===== src/psm_pkg.sv =====
// Shared types and codes for the paged sparse memory.
`timescale 1ns / 1ps
`default_nettype none
package psm_pkg;

  localparam int LANES       = 8;
  localparam int CMD_Q_DEPTH = 2;
  localparam int OUT_Q_DEPTH = 4;

  localparam logic [1:0] KIND_ADD   = 2'd0;
  localparam logic [1:0] KIND_READ  = 2'd1;
  localparam logic [1:0] KIND_WRITE = 2'd2;

  localparam logic [1:0] ST_OK     = 2'd0;
  localparam logic [1:0] ST_ABSENT = 2'd1;
  localparam logic [1:0] ST_EXISTS = 2'd2;

  // back-end operations
  localparam logic [1:0] OP_NONE  = 2'd0;
  localparam logic [1:0] OP_READ  = 2'd1;
  localparam logic [1:0] OP_WRITE = 2'd2;
  localparam logic [1:0] OP_CLEAR = 2'd3;

  typedef struct packed {
    logic [1:0]            op;
    logic [1:0]            status;
    logic [2:0]            base;
    logic [LANES-1:0]      en;
    logic [LANES-1:0][7:0] wbytes;
  } cmd_t;

endpackage
`default_nettype wire


===== src/psm_front.sv =====
// Front end: page present map and request classification into lane commands.
`timescale 1ns / 1ps
`default_nettype none
module psm_front #(
  parameter int ADDR_WIDTH = 16,
  parameter int PAGE_BYTES = 4096
) (
  input  wire logic                  clk,
  input  wire logic                  rst_n,
  input  wire logic                  accept,
  input  wire logic [1:0]            kind,
  input  wire logic [15:0]           address,
  input  wire logic [1:0]            size_code,
  input  wire logic [63:0]           write_data,
  output psm_pkg::cmd_t              cmd,
  output logic      [ADDR_WIDTH-4:0] cmd_row
);

  import psm_pkg::*;

  localparam int PAGE_BITS = $clog2(PAGE_BYTES);
  localparam int PN_W      = ADDR_WIDTH - PAGE_BITS;
  localparam int ROW_W     = ADDR_WIDTH - 3;
  localparam int RPB       = PAGE_BITS - 3;
  localparam int PAGES     = 2**PN_W;

  logic [PAGES-1:0]      present_r, present_nxt;
  logic [ADDR_WIDTH-1:0] addr;
  logic [ROW_W-1:0]      row0;
  logic [PN_W-1:0]       first_page;
  logic                  first_present;

  assign addr          = ADDR_WIDTH'(address);
  assign row0          = addr[ADDR_WIDTH-1:3];
  assign first_page    = addr[ADDR_WIDTH-1:PAGE_BITS];
  assign first_present = present_r[first_page];
  assign cmd_row       = row0;

  always_comb begin
    logic [2:0]       off;
    logic [ROW_W-1:0] row_i;
    logic             active;
    cmd        = '0;
    cmd.base   = addr[2:0];
    for (int i = 0; i < LANES; i++) begin
      off            = 3'(i) - addr[2:0];
      row_i          = row0 + ROW_W'(3'(i) < addr[2:0]);
      active         = {1'b0, off} < (4'd1 << size_code);
      cmd.en[i]      = active && present_r[row_i[ROW_W-1:RPB]];
      cmd.wbytes[i]  = write_data[{off, 3'b000} +: 8];
    end
    case (kind)
      KIND_ADD: begin
        cmd.en     = '0;
        cmd.op     = first_present ? OP_NONE : OP_CLEAR;
        cmd.status = first_present ? ST_EXISTS : ST_OK;
      end
      KIND_READ: begin
        cmd.op     = OP_READ;
        cmd.status = first_present ? ST_OK : ST_ABSENT;
      end
      KIND_WRITE: begin
        cmd.op     = first_present ? OP_WRITE : OP_NONE;
        cmd.status = first_present ? ST_OK : ST_ABSENT;
      end
      default: begin
        cmd.en     = '0;
        cmd.op     = OP_NONE;
        cmd.status = ST_OK;
      end
    endcase
  end

  always_comb begin
    present_nxt = present_r;
    if (accept && kind == KIND_ADD) begin
      present_nxt[first_page] = 1'b1;
    end
  end

  always_ff @(posedge clk) begin
    if (!rst_n) begin
      present_r <= '0;
    end else begin
      present_r <= present_nxt;
    end
  end

`ifndef SYNTHESIS
  a_add_sets_present: assert property (@(posedge clk) disable iff (!rst_n)
    accept && kind == KIND_ADD |=> present_r[$past(first_page)])
    else $error("added page not marked present");

  a_clear_only_absent: assert property (@(posedge clk) disable iff (!rst_n)
    accept && cmd.op == OP_CLEAR |-> !first_present && kind == KIND_ADD)
    else $error("page fill issued for a present page");
`endif

endmodule
`default_nettype wire


===== config.mk =====
export PLATFORM = sky130hd
export DESIGN_NAME = psm_front
export DESIGN_NICKNAME = d
export VERILOG_FILES = /design/src/psm_pkg.sv /design/src/psm_front.sv
export SDC_FILE = /design/constraint.sdc
export NUM_CORES = 1
export LEC_CHECK = 0
export BUFFER_PORTS_ARGS = -buffer_cell sky130_fd_sc_hd__buf_2
export CAP_MARGIN = 20
export CORE_ASPECT_RATIO = 1.5
export CORE_MARGIN = 5
export CORE_UTILIZATION = 45
export DETAILED_ROUTE_END_ITERATION = 10
export PLACE_DENSITY = 0.72
export SYNTH_ARGS = -nofsm -noshare
export SYNTH_HDL_FRONTEND = slang
export SYNTH_SLANG_ARGS = --single-unit

===== constraint.sdc =====
create_clock -name clk -period 5.5 [get_ports clk]
set_input_delay 0.825 -clock clk [delete_from_list [all_inputs] [get_ports clk]]
set_output_delay 0.825 -clock clk [all_outputs]
set_load 0.02 [all_outputs]

==> flow_metrics.tcl <==
set metrics [dict create \
    r2r_start "present_r[14]" \
    irDropWorstVdd_v 0.000102 \
    drt-initial-drc-count 342 \
    cts_setup_buffers 0 \
    drc 0 \
    drive_gt1_share_pct 39.2 \
    dieArea_mm2 0.0151 \
    synthCells 699 \
    numPortBuffers 178 \
    fin_skew_ns 0 \
    syn_avg_cell_area_um2 8.19 \
    yosysWarnings 0 \
    synthArstFlopShare_pct 0 \
    insertion_delay_ns 0.24 \
    vias_per_cell 6.55 \
    antenna_found_initial 0 \
    hold_violations 0 \
    grt_usage_pct 26.0 \
    syn2layout_area_growth_pct 16.1 \
    synth_area_leader_cell "mux4_2" \
    ctsResizeCount 0 \
    wl_per_cell_um 20.7 \
    core_area_mm2 0.0125 \
    preCtsSetupSlack_ns 0.990 \
    synth_area_leaders "mux4_2, nand2_1, mux2_2" \
    routed-via-count 6375 \
    crit_path_start_kind "input pin" \
    ant_nets 0 \
    tritoncts "built" \
    final_common_cell "buf_2" \
    synth_top_flop_cell "dfxtp_1" \
    post-dp-hpwl_um 15600 \
    power.leakage_nw 2.76 \
    cts_made_buffers 3 \
    worst_pin_slew_ns 1.13 \
    clock-root-buffer "clkbuf_16" \
    rrSetupSlack_ns 4.49 \
    crit_required_ns 4.68 \
    nets 927 \
    rsz0062_at_grt "no" \
    regMostFlops "present_r" \
    min_path_cells 1 \
    clkTransAtPathRegs_ns 0.05 \
    die_x_um 102 \
    largest_register_ffs 16 \
    hp-class "reg2reg" \
    synth_seq_area_share_pct 5.60 \
    num_rows 50 \
    synth-edff-count 0 \
    cp_max_fo 18 \
    ys_types 75 \
    cts.sinks 16 \
    cap_violations 0 \
    postLayoutCoreUtil_pct 53.1 \
    grt_pass1_vias 6220 \
    gp_congestion 0.974 \
    overflow 0 \
    die_y_um 148 \
    synth_area_mm2 0.00572 \
    finalSetupViolations 0 \
    worstHoldStart "present_r[7]" \
    grt_max_degree 57 \
    min_to "present_r[7]" \
    antenna_cells 0 \
    synth_top_area_share_pct 26.8 \
    firstDrtPassIters 5 \
    hold_buffers 0 \
    crit_type "in2out" \
    stdcell_count 974 \
    setup_ws_ns 0.915 \
    finalCriticalPeriod_ns 4.58 \
    placed_cells 970 \
    ff2ff_path_depth 1 \
    final.setup.tns_ns 0 \
    ys_ff_latch 16 \
    io_pins 179 \
    status "complete, no violations" \
    syn-num-nets 807 \
    period_share_pct 83.4 \
    htreeDepth 1 \
    start_util_pct 45.7 \
    grt_pass1_wl_um 31500 \
    reg2reg_to "present_r[14]" \
    fillers 1229 \
    finalMaxSlewViolations 0 \
    worstPathArrival_ns 3.76 \
    clockBufferDepth 2 \
    total_power_mw 0.948 \
    wl_um 20200 \
    cp-end-kind "primary output" \
    max_freq_mhz 218 \
    p_per_area_mw_per_mm2 143 \
    reg_top3 "present_r (16)" \
    relSlewSlack_pct 24.0 \
    layout_common_cells "buf_2, nand2_1, mux4_2" \
]
how the worst max path moves through the flow:
stage / startpoint / endpoint / slack [ns] / cells past startpoint
finish: address[1] / cmd[66] / 0.92 / 11
global route: address[1] / cmd[66] / 0.77 / 11
CTS: address[1] / cmd[66] / 0.98 / 11
detailed placement: address[1] / cmd[66] / 0.99 / 11
global placement: address[1] / cmd[66] / 0.98 / 11
floorplan: address[1] / cmd[64] / 0.52 / 11
kinds of logic (layout without fill, tap and decap cells):
group	Yosys count	count (layout)	share of synthesized area [%]
simple gates	262	262	22.3
compound gates	160	160	18.8
mux	127	127	38.0
buf+inv	94	213	7.70
fa+ha+maj	22	22	4.77
xor+xnor	18	18	2.76
flops	16	16	5.60
worst max-delay path, cell delays in order:
cell      delay, ns
buf_2          0.20
ha_1           0.25
xnor2_2        0.89
inv_1          0.11
ha_1           0.33
a21oi_1        0.05
o21ai_0        0.43
nand2b_1       0.18
a21oi_1        0.04
or3_1          0.29
buf_2          0.16
power breakdown:
| part | switching [mW] | internal [mW] | total [mW] |
|---|---|---|---|
| sequential | 0.00319 | 0.117 | 0.120 |
| clock | 0.0462 | 0.110 | 0.157 |
| combinational | 0.394 | 0.277 | 0.671 |
| total | 0.443 | 0.504 | 0.948 |
layer usage:
metal / track usage, % / wire, um
met4: 14.8 / 1200
met2: 44.4 / 9910
met3: 6.90 / 2300
met1: 28.4 / 6770
met5: 0 / 0
metrics by stage:
step | instance area, um^2 | hold slack [ns]
2_1_floorplan | 5720 | 0.516
3_3_place_gp | 6550 | 0.584
3_5_place_dp | 6550 | 0.570
4_1_cts | 6640 | 0.591
5_1_grt | 6640 | 0.618
6_report | 6640 | 0.598
final cells by class:
cell class / count / area (um^2) / share of cell area [%]
repair buffers: 192 / 998 / 15.0
well taps: 156 / 195 / 2.94
clock buffers: 4 / 88.8 / 1.34
multi-input cells: 589 / 4980 / 74.9
inverters: 17 / 63.8 / 0.961
flip-flops and latches: 16 / 320 / 4.82
Yosys cell counts (14+ instances only):
cell      number
nand2_1      129
mux4_2        68
nor2_1        42
clkbuf_1      37
mux2_2        37
a21oi_1       34
o21ai_0       30
nor3_1        22
ha_1          21
mux2i_1       21
buf_4         16
dfxtp_1       16
o21a_1        16
inv_1         14
Note: power is estimated with default switching activity, not from simulation.
