**config.mk**
```make
export PLATFORM = sky130hd
export DESIGN_NAME = psm_fifo
export DESIGN_NICKNAME = d
export VERILOG_FILES = /design/src/psm_fifo.sv
export SDC_FILE = /design/constraint.sdc
export NUM_CORES = 1
export LEC_CHECK = 0
export BUFFER_PORTS_ARGS = -buffer_cell sky130_fd_sc_hd__buf_4
export CORE_MARGIN = 1.5
export CORE_UTILIZATION = 50
export DETAILED_ROUTE_END_ITERATION = 7
export PLACE_DENSITY = 0.77
export SLEW_MARGIN = 40
export SYNTH_ARGS = -nofsm -noshare
export SYNTH_HDL_FRONTEND = slang
export SYNTH_SLANG_ARGS = --single-unit
```
**constraint.sdc**
```tcl
create_clock -name clk -period 2.7 [get_ports clk]
set_input_delay 0.405 -clock clk [delete_from_list [all_inputs] [get_ports clk]]
set_output_delay 0.405 -clock clk [all_outputs]
set_load 0.02 [all_outputs]
```
**src/psm_fifo.sv**
```systemverilog
// Small register FIFO with occupancy count.
`timescale 1ns / 1ps
`default_nettype none
module psm_fifo #(
  parameter int WIDTH = 8,
  parameter int DEPTH = 2
) (
  input  wire logic                       clk,
  input  wire logic                       rst_n,
  input  wire logic                       push,
  input  wire logic [WIDTH-1:0]           wdata,
  input  wire logic                       pop,
  output logic      [WIDTH-1:0]           rdata,
  output logic      [$clog2(DEPTH+1)-1:0] count
);

  localparam int PTR_W = (DEPTH > 1) ? $clog2(DEPTH) : 1;
  localparam int CNT_W = $clog2(DEPTH+1);

  logic [WIDTH-1:0] mem_r [DEPTH];
  logic [PTR_W-1:0] wr_ptr_r, wr_ptr_nxt;
  logic [PTR_W-1:0] rd_ptr_r, rd_ptr_nxt;
  logic [CNT_W-1:0] cnt_r, cnt_nxt;

  always_comb begin
    wr_ptr_nxt = wr_ptr_r;
    rd_ptr_nxt = rd_ptr_r;
    cnt_nxt    = cnt_r;
    if (push) begin
      wr_ptr_nxt = (wr_ptr_r == PTR_W'(DEPTH-1)) ? '0 : wr_ptr_r + 1'b1;
    end
    if (pop) begin
      rd_ptr_nxt = (rd_ptr_r == PTR_W'(DEPTH-1)) ? '0 : rd_ptr_r + 1'b1;
    end
    if (push && !pop) begin
      cnt_nxt = cnt_r + 1'b1;
    end else if (pop && !push) begin
      cnt_nxt = cnt_r - 1'b1;
    end
  end

  always_ff @(posedge clk) begin
    if (!rst_n) begin
      wr_ptr_r <= '0;
      rd_ptr_r <= '0;
      cnt_r    <= '0;
    end else begin
      wr_ptr_r <= wr_ptr_nxt;
      rd_ptr_r <= rd_ptr_nxt;
      cnt_r    <= cnt_nxt;
    end
  end

  always_ff @(posedge clk) begin
    if (push) begin
      mem_r[wr_ptr_r] <= wdata;
    end
  end

  assign rdata = mem_r[rd_ptr_r];
  assign count = cnt_r;

endmodule
`default_nettype wire

```
==> qor.tcl, run 1 <==
set qor(outcome) {complete, no violations}
set qor(footprint_of_the_multi_input_gates_um2) 192.7
set qor(critPathRequiredTime_ps) 2300
set qor(synth.yosys.warnings) 0
set qor(final_cells) 85
set qor(worst_pin_slew_ps) 779.4
set qor(drt.antenna.violating_nets) 0
set qor(synth_ff_type) {edfxtp_1}
set qor(synth.yosys.seq_area_share) 0.7424
set qor(cell_internal_pwr_mw) 0.4797
set qor(final_cycle_utilization_of_the_critical_path) 0.6604
set qor(max_cap_violations) 0
set qor(fmaxAchievable_mhz) 560.8
set qor(first_global_vias) 447
set qor(power.net_switching_mw) 0.1487
set qor(post_cts_resized) 0
set qor(met1_length_um) 455
set qor(synth_commonest_cells) {edfxtp_1, mux2_2, dfxtp_1, and2_1}
set qor(boundaryPins) 22
set qor(worst_setup_path_end_kind) {output port}
set qor(crit_arrival_ps) 1380
set qor(cts_made_buffers) 3
set qor(power.share.switching) 0.2367
set qor(drt-wirelength-per-cell_um) 12.56
set qor(ratio_of_cells_with_drive_above_1_in_the_final_layout) 0.4783
set qor(antenna_cells_inserted) 0
set qor(routed_wirelength_um) 1068
set qor(clkSlewWorstSetupHoldPaths_ps) 110
set qor(nFillCells) 111
set qor(max-slew-margin-rel) 0.4794
set qor(clk_path_buf_depth) 2
set qor(seqCellArea_um2) 580.6
set qor(clkSinkCount) 21
set qor(hold_buffers) 0
set qor(place.port_buffers) 21
set qor(top_sig_layer) {met3}
set qor(drtIter0Drc) 5
set qor(postSynthNetCount) 58
set qor(cts_root_buf) {clkbuf_4}
set qor(cts_post_setup_buffers_inserted) 0
set qor(antenna_found_initial) 0
set qor(cts_tree) {built}
set qor(p_seq_frac) 0.607
set qor(clk_latency_ps) 290
set qor(detailedRoute.firstPassIterationCount) 4
set qor(routed-via-count) 421
set qor(leakage_nw) 0.3913
set qor(die_w_um) 42.55
set qor(timing.clock.skew_ps) 4.192
set qor(synth_seq_cells) 21
set qor(core_area_um2) 1489
set qor(die_y_um) 42.55
set qor(gr-usage-all-layers) 0.1427
set qor(power-per-cell-area_nw_per_um2) 639.8
set qor(tns_ps) 0
set qor(start_util) 0.5252
set qor(critical_path_class) {flop to output port}
set qor(peakVddDrop_mv) 0.3541
set qor(timing_max_transition_violations_final) 0
set qor(die_area_um2) 1810
set qor(hold_class) {primary input to flop}
set qor(synth_most_common_cell) {edfxtp_1}
set qor(viasPerCell) 4.953
set qor(wl_met2_um) 565
set qor(nets) 83
set qor(maximum_number_of_pins_on_one_net_before_global_route_repair) 13
set qor(synth_async_sr_flop_share) 0
set qor(post-layout-total-power_mw) 0.6284
set qor(critPathLaunchType) {flop}
set qor(drc) 0
set qor(yosysTopAreaCell) {edfxtp_1}
set qor(place_inst) 81
set qor(timing.final.setup_violations) 0
set qor(power.clock.fraction) 0.230
set qor(grt_first_pass_wirelength_um) 1856
set qor(syn-instance-count) 45
set qor(synth_cell_type_count) 14
set qor(netlist_top_cells_area) {edfxtp_1, dfxtp_1, mux2_2}
set qor(postLayoutCoreUtil) 0.6597
set qor(report.final.hold_viol_count) 0
set qor(placementRows) 14
set qor(syn-mean-instance-area_um2) 17.38
set qor(grt_remaining_overflow) 0
set qor(number_of_h_tree_levels) 1
set qor(rsz_0062_raised_after_global_routing) {no}
set qor(synth_top_cell_area_share) 0.6144
set qor(areaGrowthSynthToFinish_pct) 25.60
set qor(synth.cell_area_um2) 782.0
set qor(routabilityCongestion) 0.6794
set qor(period_minus_slack_ps) 1783
set qor(combinational_group_share_of_total_power) 0.163
set qor(routed-wl-met3_um) 47
set qor(path_max_fanout) 8
set qor(synth_enable_flop_cells) 16
## metrics by stage
stage	area (µm²)	hold WS, ps	setup slack (ps)
after floorplan	782.0	503.9	1427
after CTS	982.2	276.1	883.2
after global placement	954.7	468.0	1249
final	982.2	284.4	916.9
after global routing	982.2	269.9	840.0
after detailed placement	954.7	483.4	1150
## cell usage in the layout (no fill, tap or decap)
cell type	Yosys	layout
edfxtp_1	16	16
and2_1	4	4
clkbuf_4	0	3
o21a_1	1	1
inv_1	1	1
mux2_2	8	8
o21ai_0	1	1
a21boi_1	1	1
xnor2_1	1	1
or3_1	1	1
xor2_1	2	2
nor2b_1	2	2
clkinv_2	0	1
ha_1	1	1
dfxtp_1	5	5
buf_4	0	21
## final cells by class
| cell class | instances | share of cell area |
|---|---|---|
| inverters | 1 | 0.003822 |
| clock buffers | 3 | 0.02293 |
| repair buffers | 21 | 0.1605 |
| well taps | 16 | 0.02038 |
| clock inverters | 1 | 0.005096 |
| multi-input cells | 22 | 0.1962 |
| flip-flops and latches | 21 | 0.5911 |
## per-layer routing
| layer | up-vias | GRT usage |
|---|---|---|
| li1 | 210 | - |
| met5 | - | 0 |
| met3 | 0 | 0.02586 |
| met1 | 200 | 0.1647 |
| met2 | 11 | 0.2492 |
| met4 | 0 | 0.07500 |
## path summary, 6_finish.rpt
kind | startpoint | endpoint | slack [ps] | depth (start not counted)
worst max register to register | wr_ptr_r | mem_r[0][1] | 1400 | 1
worst min-delay path | wdata[3] | mem_r[1][3] | 280 | 1
worst max-delay path | flop | rdata[3] | 920 | 2
worst min register to register | count[1] | count[1] | 500 | 2
## worst max-delay path, cell delays in order (launching register included)
cell and delay (ps):
dfxtp_1 550, mux2_2 380, buf_4 160
## cell families after synthesis
family	Yosys count	synth area share
DFF	21	0.7424
muxes	8	0.1152
and+or+nand+nor	7	0.05600
AOI/OAI and AO/OA	3	0.02560
xor gates and xnor gates	3	0.03361
buffers and inverters	2	0.01119
adders and majority gates	1	0.01600
## power groups by stage
stage / Sequential [mW] / Clock [mW] / Combinational (mW)
after global routing: 0.384 / 0.158 / 0.112
after global placement: 0.389 / 0 / 0.102
after detailed placement: 0.389 / 0 / 0.103
after CTS: 0.382 / 0.152 / 0.104
final: 0.382 / 0.145 / 0.102
after floorplan: 0.389 / 0 / 0.0579
## state kept, by name, summed over array words and instances, names as in the netlist, named ones only
name      cells
mem_r        16
rd_ptr_r      1
wr_ptr_r      1
count         2
No activity file was read; power rests on OpenSTA's default activity.
==> run 2: changes to the inputs <==
- CORE_UTILIZATION: 50 -> 48
- PLACE_DENSITY: 0.77 -> 0.74
- clock period: 2.7 -> 1.8 ns (I/O delays scaled with it)
==> qor.tcl, run 2 (synthesis results as in run 1) <==
set qor(cts_made_buffers) 3 ;# unchanged
set qor(place_ws_ps) 469.4 ;# was 1150 ps
set qor(cts_tree) {built} ;# unchanged
set qor(most_common_cell_after_layout_fill_and_taps_aside) {buf_4} ;# unchanged
set qor(clk_latency_ps) 290 ;# about the same
set qor(worst_pin_slew_ps) 354.0 ;# was 779.4 ps
set qor(ratio_of_cells_with_drive_above_1_in_the_final_layout) 0.4857 ;# was 0.4783
set qor(critPathRequiredTime_ps) 1530 ;# was 2300 ps
set qor(grt_remaining_overflow) 0 ;# unchanged
set qor(drc) 0 ;# unchanged
set qor(crit_arrival_ps) 1380 ;# about the same
set qor(regMostFlops) {mem_r} ;# unchanged
set qor(drtIter0Drc) 6 ;# was 5
set qor(max-slew-margin-rel) 0.7640 ;# was 0.4794
set qor(period_minus_slack_ps) 1646
set qor(nets) 84 ;# was 83
set qor(drt-wirelength-per-cell_um) 13.15 ;# was 12.56 µm
set qor(timing_max_transition_violations_final) 0 ;# unchanged
set qor(ff2ff_setup_slack_ps) 760 ;# was 1400 ps
set qor(core_area_um2) 1524 ;# was 1489 µm²
set qor(worst_setup_path_end_kind) {output port} ;# unchanged
set qor(place_hpwl_um) 879.2
set qor(antenna_cells_inserted) 0 ;# unchanged
set qor(largest_register_ffs) 16 ;# unchanged
set qor(routed-via-count) 426 ;# was 421
set qor(cts_root_buf) {clkbuf_4} ;# unchanged
set qor(routed_wirelength_um) 1131 ;# was 1068 µm
set qor(number_of_h_tree_levels) 1 ;# unchanged
set qor(timing.clock.skew_ps) 4.257 ;# was 4.192 ps
set qor(outcome) {complete, no violations} ;# unchanged
set qor(viasPerCell) 4.953 ;# about the same
set qor(timing.final.setup_violations) 0 ;# unchanged
set qor(power-per-cell-area_nw_per_um2) 955.0 ;# was 639.8 nW/µm²
set qor(areaGrowthSynthToFinish_pct) 26.56 ;# was 25.60%
set qor(place_inst) 82 ;# was 81
set qor(routabilityCongestion) 0.6932 ;# was 0.6794
set qor(max_cap_violations) 0 ;# unchanged
set qor(clkSlewWorstSetupHoldPaths_ps) 110 ;# about the same
set qor(maximum_number_of_pins_on_one_net_before_global_route_repair) 13 ;# unchanged
set qor(gr-usage-all-layers) 0.1542 ;# was 0.1427
set qor(path_max_fanout) 8 ;# unchanged
set qor(layout.cells.most_common_list) {buf_4, edfxtp_1, mux2_2, dfxtp_1, and2_1} ;# unchanged
set qor(layout_setup_ws_ps) 154.0 ;# was 916.9 ps
set qor(hold_buffers) 0 ;# unchanged
set qor(final_cycle_utilization_of_the_critical_path) 0.9144
set qor(tns_ps) 0 ;# unchanged
set qor(leakage_nw) 0.3962 ;# was 0.3913 nW
set qor(antenna_found_initial) 0 ;# unchanged
set qor(die_area_um2) 1880 ;# was 1810 µm²
set qor(report.final.hold_viol_count) 0 ;# unchanged
set qor(nFillCells) 117 ;# was 111
set qor(die_y_um) 43.36 ;# was 42.55 µm
set qor(detailedRoute.firstPassIterationCount) 2 ;# was 4
set qor(rsz_0062_raised_after_global_routing) {no} ;# unchanged
set qor(critPathLaunchType) {flop} ;# unchanged
set qor(place.port_buffers) 21 ;# unchanged
set qor(die_w_um) 43.36 ;# was 42.55 µm
set qor(cts_post_setup_buffers_inserted) 0 ;# unchanged
set qor(critical_path_class) {flop to output port} ;# unchanged
set qor(post_cts_resized) 0 ;# unchanged
set qor(drt.antenna.violating_nets) 0 ;# unchanged
set qor(timing.hold.ws_ps) 151.8 ;# was 284.4 ps
set qor(placementRows) 14 ;# unchanged
set qor(clk_path_buf_depth) 2 ;# unchanged
set qor(fmaxAchievable_mhz) 607.5
set qor(clkSinkCount) 21 ;# unchanged
set qor(final_cells) 86 ;# was 85
set qor(first_global_vias) 440 ;# was 447
set qor(boundaryPins) 22 ;# unchanged
set qor(hold_class) {primary input to flop} ;# unchanged
set qor(start_util) 0.5131 ;# was 0.5252
set qor(grt_first_pass_wirelength_um) 2001 ;# was 1856 µm
set qor(peakVddDrop_mv) 0.4896 ;# was 0.3541 mV
run 2: cell types whose count changed in the layout (fill, tap and decap cells not counted), sizes merged:
cell / previous run / this run
buf: 21 / 22
run 2: cell type report:
cell class	instances	area (µm²)	share of cell area
Tap cell	16	20.02	0.02023
Timing Repair Buffer	22	165.2	0.1669
Clock buffer	3	22.52	0.02276
Inverter	1	3.754	0.003793
Multi-Input combinational cell	22	192.7	0.1947
Clock inverter	1	5.005	0.005057
Sequential cell	21	580.6	0.5866
run 2: path summary, 6_finish.rpt:
path / from / end / cells past startpoint
worst min-delay path: wdata[0] / mem_r[1][0] / 1
worst max-delay path: flop / rdata[6] / 2
worst min register to register: count[1] / count[1] / 2
worst max register to register: wr_ptr_r / mem_r[1][5] / 1
run 2: where the power goes:
part / total [mW] / internal (mW) / switching [mW]
Sequential: 0.572 / 0.555 / 0.0179
Combinational: 0.157 / 0.0843 / 0.0725
Clock: 0.216 / 0.0826 / 0.133
run 2: per-layer routing:
metal  track usage  part of all wire
met5             0                 0
met4       0.03636                 0
met3       0.06667             0.040
met2        0.2567              0.56
met1        0.1873              0.40
run 2: critical path, stage by stage (launching register included):
cell and delay [ps]:
dfxtp_1 540, mux2_2 380, buf_4 160
run 2: stage by stage:
step             util  power (mW)  instance area, µm²
3_5_place_dp   0.6314      0.7431               962.2
3_3_place_gp   0.6314      0.7370               962.2
4_1_cts        0.6494      0.9574               989.7
6_report       0.6494      0.9452               989.7
5_1_grt        0.6494       1.003               989.7
2_1_floorplan       -      0.6704               782.0
==> run 3: changes to the inputs <==
- clock period: 1.8 -> 1.65 ns (I/O delays scaled with it)
==> qor.tcl, run 3 (synthesis results as in run 1) <==
set qor(crit_arrival_ps) 1260 ;# was 1380 ps
set qor(final_cycle_utilization_of_the_critical_path) 0.9142
set qor(largest_register_ffs) 16 ;# unchanged
set qor(drtIter0Drc) 6 ;# unchanged
set qor(critical_path.reg2reg.endpoint) {mem_r[1][5]} ;# unchanged
set qor(path_max_fanout) 8 ;# unchanged
set qor(worstHoldPathCells) 1 ;# unchanged
set qor(nets) 84 ;# unchanged
set qor(outcome) {complete, no violations} ;# unchanged
set qor(report.final.hold_viol_count) 0 ;# unchanged
set qor(cpMaxStageDelayCell) {dfxtp_2} ;# was dfxtp_1
set qor(routed-via-count) 426 ;# unchanged
set qor(drt.antenna.violating_nets) 0 ;# unchanged
set qor(cts_root_buf) {clkbuf_4} ;# unchanged
set qor(routabilityCongestion) 0.6932 ;# unchanged
set qor(cts_post_setup_buffers_inserted) 0 ;# unchanged
set qor(rsz_0062_raised_after_global_routing) {no} ;# unchanged
set qor(max_cap_violations) 0 ;# unchanged
set qor(clk_latency_ps) 290 ;# about the same
set qor(timing.final.setup_violations) 0 ;# unchanged
set qor(r2r_start) {wr_ptr_r} ;# unchanged
set qor(ratio_of_cells_with_drive_above_1_in_the_final_layout) 0.5000 ;# was 0.4857
set qor(timing_max_transition_violations_final) 0 ;# unchanged
set qor(critPathLaunchType) {flop} ;# unchanged
set qor(start_util) 0.5131 ;# unchanged
set qor(layout.cells.most_common_list) {buf_4, edfxtp_1, mux2_2, and2_1, dfxtp_1} ;# was buf_4, edfxtp_1, mux2_2, dfxtp_1, and2_1
set qor(routed_wirelength_um) 1131 ;# unchanged
set qor(place.port_buffers) 21 ;# unchanged
set qor(placementRows) 14 ;# unchanged
set qor(ff2ff_setup_slack_ps) 610 ;# was 760 ps
set qor(max-slew-margin-rel) 0.7640 ;# about the same
set qor(boundaryPins) 22 ;# unchanged
set qor(path_cells) {mux2_2 -> buf_4} ;# unchanged
set qor(peakVddDrop_mv) 0.5341 ;# was 0.4896 mV
set qor(period_minus_slack_ps) 1508
set qor(cts_tree) {built} ;# unchanged
set qor(tns_ps) 0 ;# unchanged
set qor(nFillCells) 117 ;# unchanged
set qor(layout_setup_ws_ps) 141.6 ;# was 154.0 ps
set qor(die_w_um) 43.36 ;# unchanged
set qor(die_y_um) 43.36 ;# unchanged
set qor(viasPerCell) 4.953 ;# unchanged
set qor(cts_made_buffers) 3 ;# unchanged
set qor(number_of_h_tree_levels) 1 ;# unchanged
set qor(critical_path_class) {flop to output port} ;# unchanged
set qor(first_global_vias) 440 ;# unchanged
set qor(gr-usage-all-layers) 0.1542 ;# unchanged
set qor(regMostFlops) {mem_r} ;# unchanged
set qor(die_area_um2) 1880 ;# unchanged
set qor(power-per-cell-area_nw_per_um2) 1041 ;# was 955.0 nW/µm²
set qor(drt-wirelength-per-cell_um) 13.15 ;# unchanged
set qor(fmaxAchievable_mhz) 663.0
set qor(critPathRequiredTime_ps) 1400 ;# was 1530 ps
set qor(seqCellArea_um2) 581.8 ;# was 580.6 µm²
set qor(leakage_nw) 0.3965 ;# was 0.3962 nW
set qor(worst_path_largest_cell_delay_ps) 450 ;# was 540 ps
set qor(areaGrowthSynthToFinish_pct) 26.72 ;# was 26.56%
set qor(drc) 0 ;# unchanged
set qor(antenna_cells_inserted) 0 ;# unchanged
set qor(place_hpwl_um) 879.2 ;# unchanged
set qor(grt_remaining_overflow) 0 ;# unchanged
set qor(grt_first_pass_wirelength_um) 2001 ;# unchanged
set qor(antenna_found_initial) 0 ;# unchanged
set qor(worst_setup_path_end_kind) {output port} ;# unchanged
set qor(worst_pin_slew_ps) 354.0 ;# about the same
set qor(core_area_um2) 1524 ;# unchanged
set qor(worstHoldStart) {wdata[0]} ;# unchanged
set qor(critical-path-top-delay-family) {flip-flops} ;# unchanged
set qor(footprint_of_the_multi_input_gates_um2) 192.7 ;# unchanged
set qor(place_ws_ps) 341.9 ;# was 469.4 ps
set qor(most_common_cell_after_layout_fill_and_taps_aside) {buf_4} ;# unchanged
set qor(clkSinkCount) 21 ;# unchanged
set qor(timing.critical_path.buf_inv) 1 ;# unchanged
set qor(clkSlewWorstSetupHoldPaths_ps) 110 ;# about the same
set qor(worst_r2r_path_depth) 1 ;# unchanged
set qor(detailedRoute.firstPassIterationCount) 2 ;# unchanged
set qor(timing.clock.skew_ps) 4.317 ;# was 4.257 ps
set qor(maximum_number_of_pins_on_one_net_before_global_route_repair) 13 ;# unchanged
set qor(hold_class) {primary input to flop} ;# unchanged
set qor(timing.hold.worst_endpoint) {mem_r[1][0]} ;# unchanged
set qor(clk_path_buf_depth) 2 ;# unchanged
-- run 3: metrics by stage --
| step | cell area (µm²) | power (mW) | hold slack [ps] | std cells | utilization |
|---|---|---|---|---|---|
| 2_1_floorplan | 782.0 | 0.7314 | 346.4 | 45 | - |
| 3_3_place_gp | 962.2 | 0.8040 | 433.6 | 82 | 0.6314 |
| 3_5_place_dp | 962.2 | 0.8106 | 435.1 | 82 | 0.6314 |
| 4_1_cts | 991.0 | 1.045 | 119.7 | 86 | 0.6502 |
| 5_1_grt | 991.0 | 1.095 | 100.3 | 86 | 0.6502 |
| 6_report | 991.0 | 1.032 | 129.0 | 86 | 0.6502 |
-- run 3: how the worst max path moves through the flow --
stage	startpoint	to	slack, ps	cells after the start
finish	flop	rdata[6]	140	2
detailed placement	flop	rdata[6]	340	2
global route	flop	rdata[4]	70	2
CTS	flop	rdata[6]	120	2
global placement	flop	rdata[4]	360	2
floorplan	pop	count[1]	530	4
-- run 3: final cells by class --
| cell class | count | area share |
|---|---|---|
| clock buffers | 3 | 0.02273 |
| clock inverters | 1 | 0.005051 |
| inverters | 1 | 0.003788 |
| multi-input cells | 22 | 0.1944 |
| flip-flops and latches | 21 | 0.5871 |
| well taps | 16 | 0.02020 |
| repair buffers | 22 | 0.1667 |
-- run 3: power breakdown --
part / total (mW) / switching (mW) / internal (mW)
combinational: 0.171 / 0.0791 / 0.0920
clock: 0.236 / 0.146 / 0.0901
sequential: 0.625 / 0.0195 / 0.606
total: 1.03 / 0.244 / 0.788
-- run 3: routing by layer --
| metal | vias to the layer above | GRT usage | part of all wire |
|---|---|---|---|
| met5 | - | 0 | 0 |
| met4 | 0 | 0.03636 | 0 |
| met3 | 0 | 0.06667 | 0.040 |
| met2 | 10 | 0.2567 | 0.56 |
| met1 | 202 | 0.1873 | 0.40 |
| li1 | 214 | - | - |
-- run 3: timing repair --
item,in CTS,in global routing
resized for setup,1,0
hold buffers,0,0
setup endpoints to repair,1,0
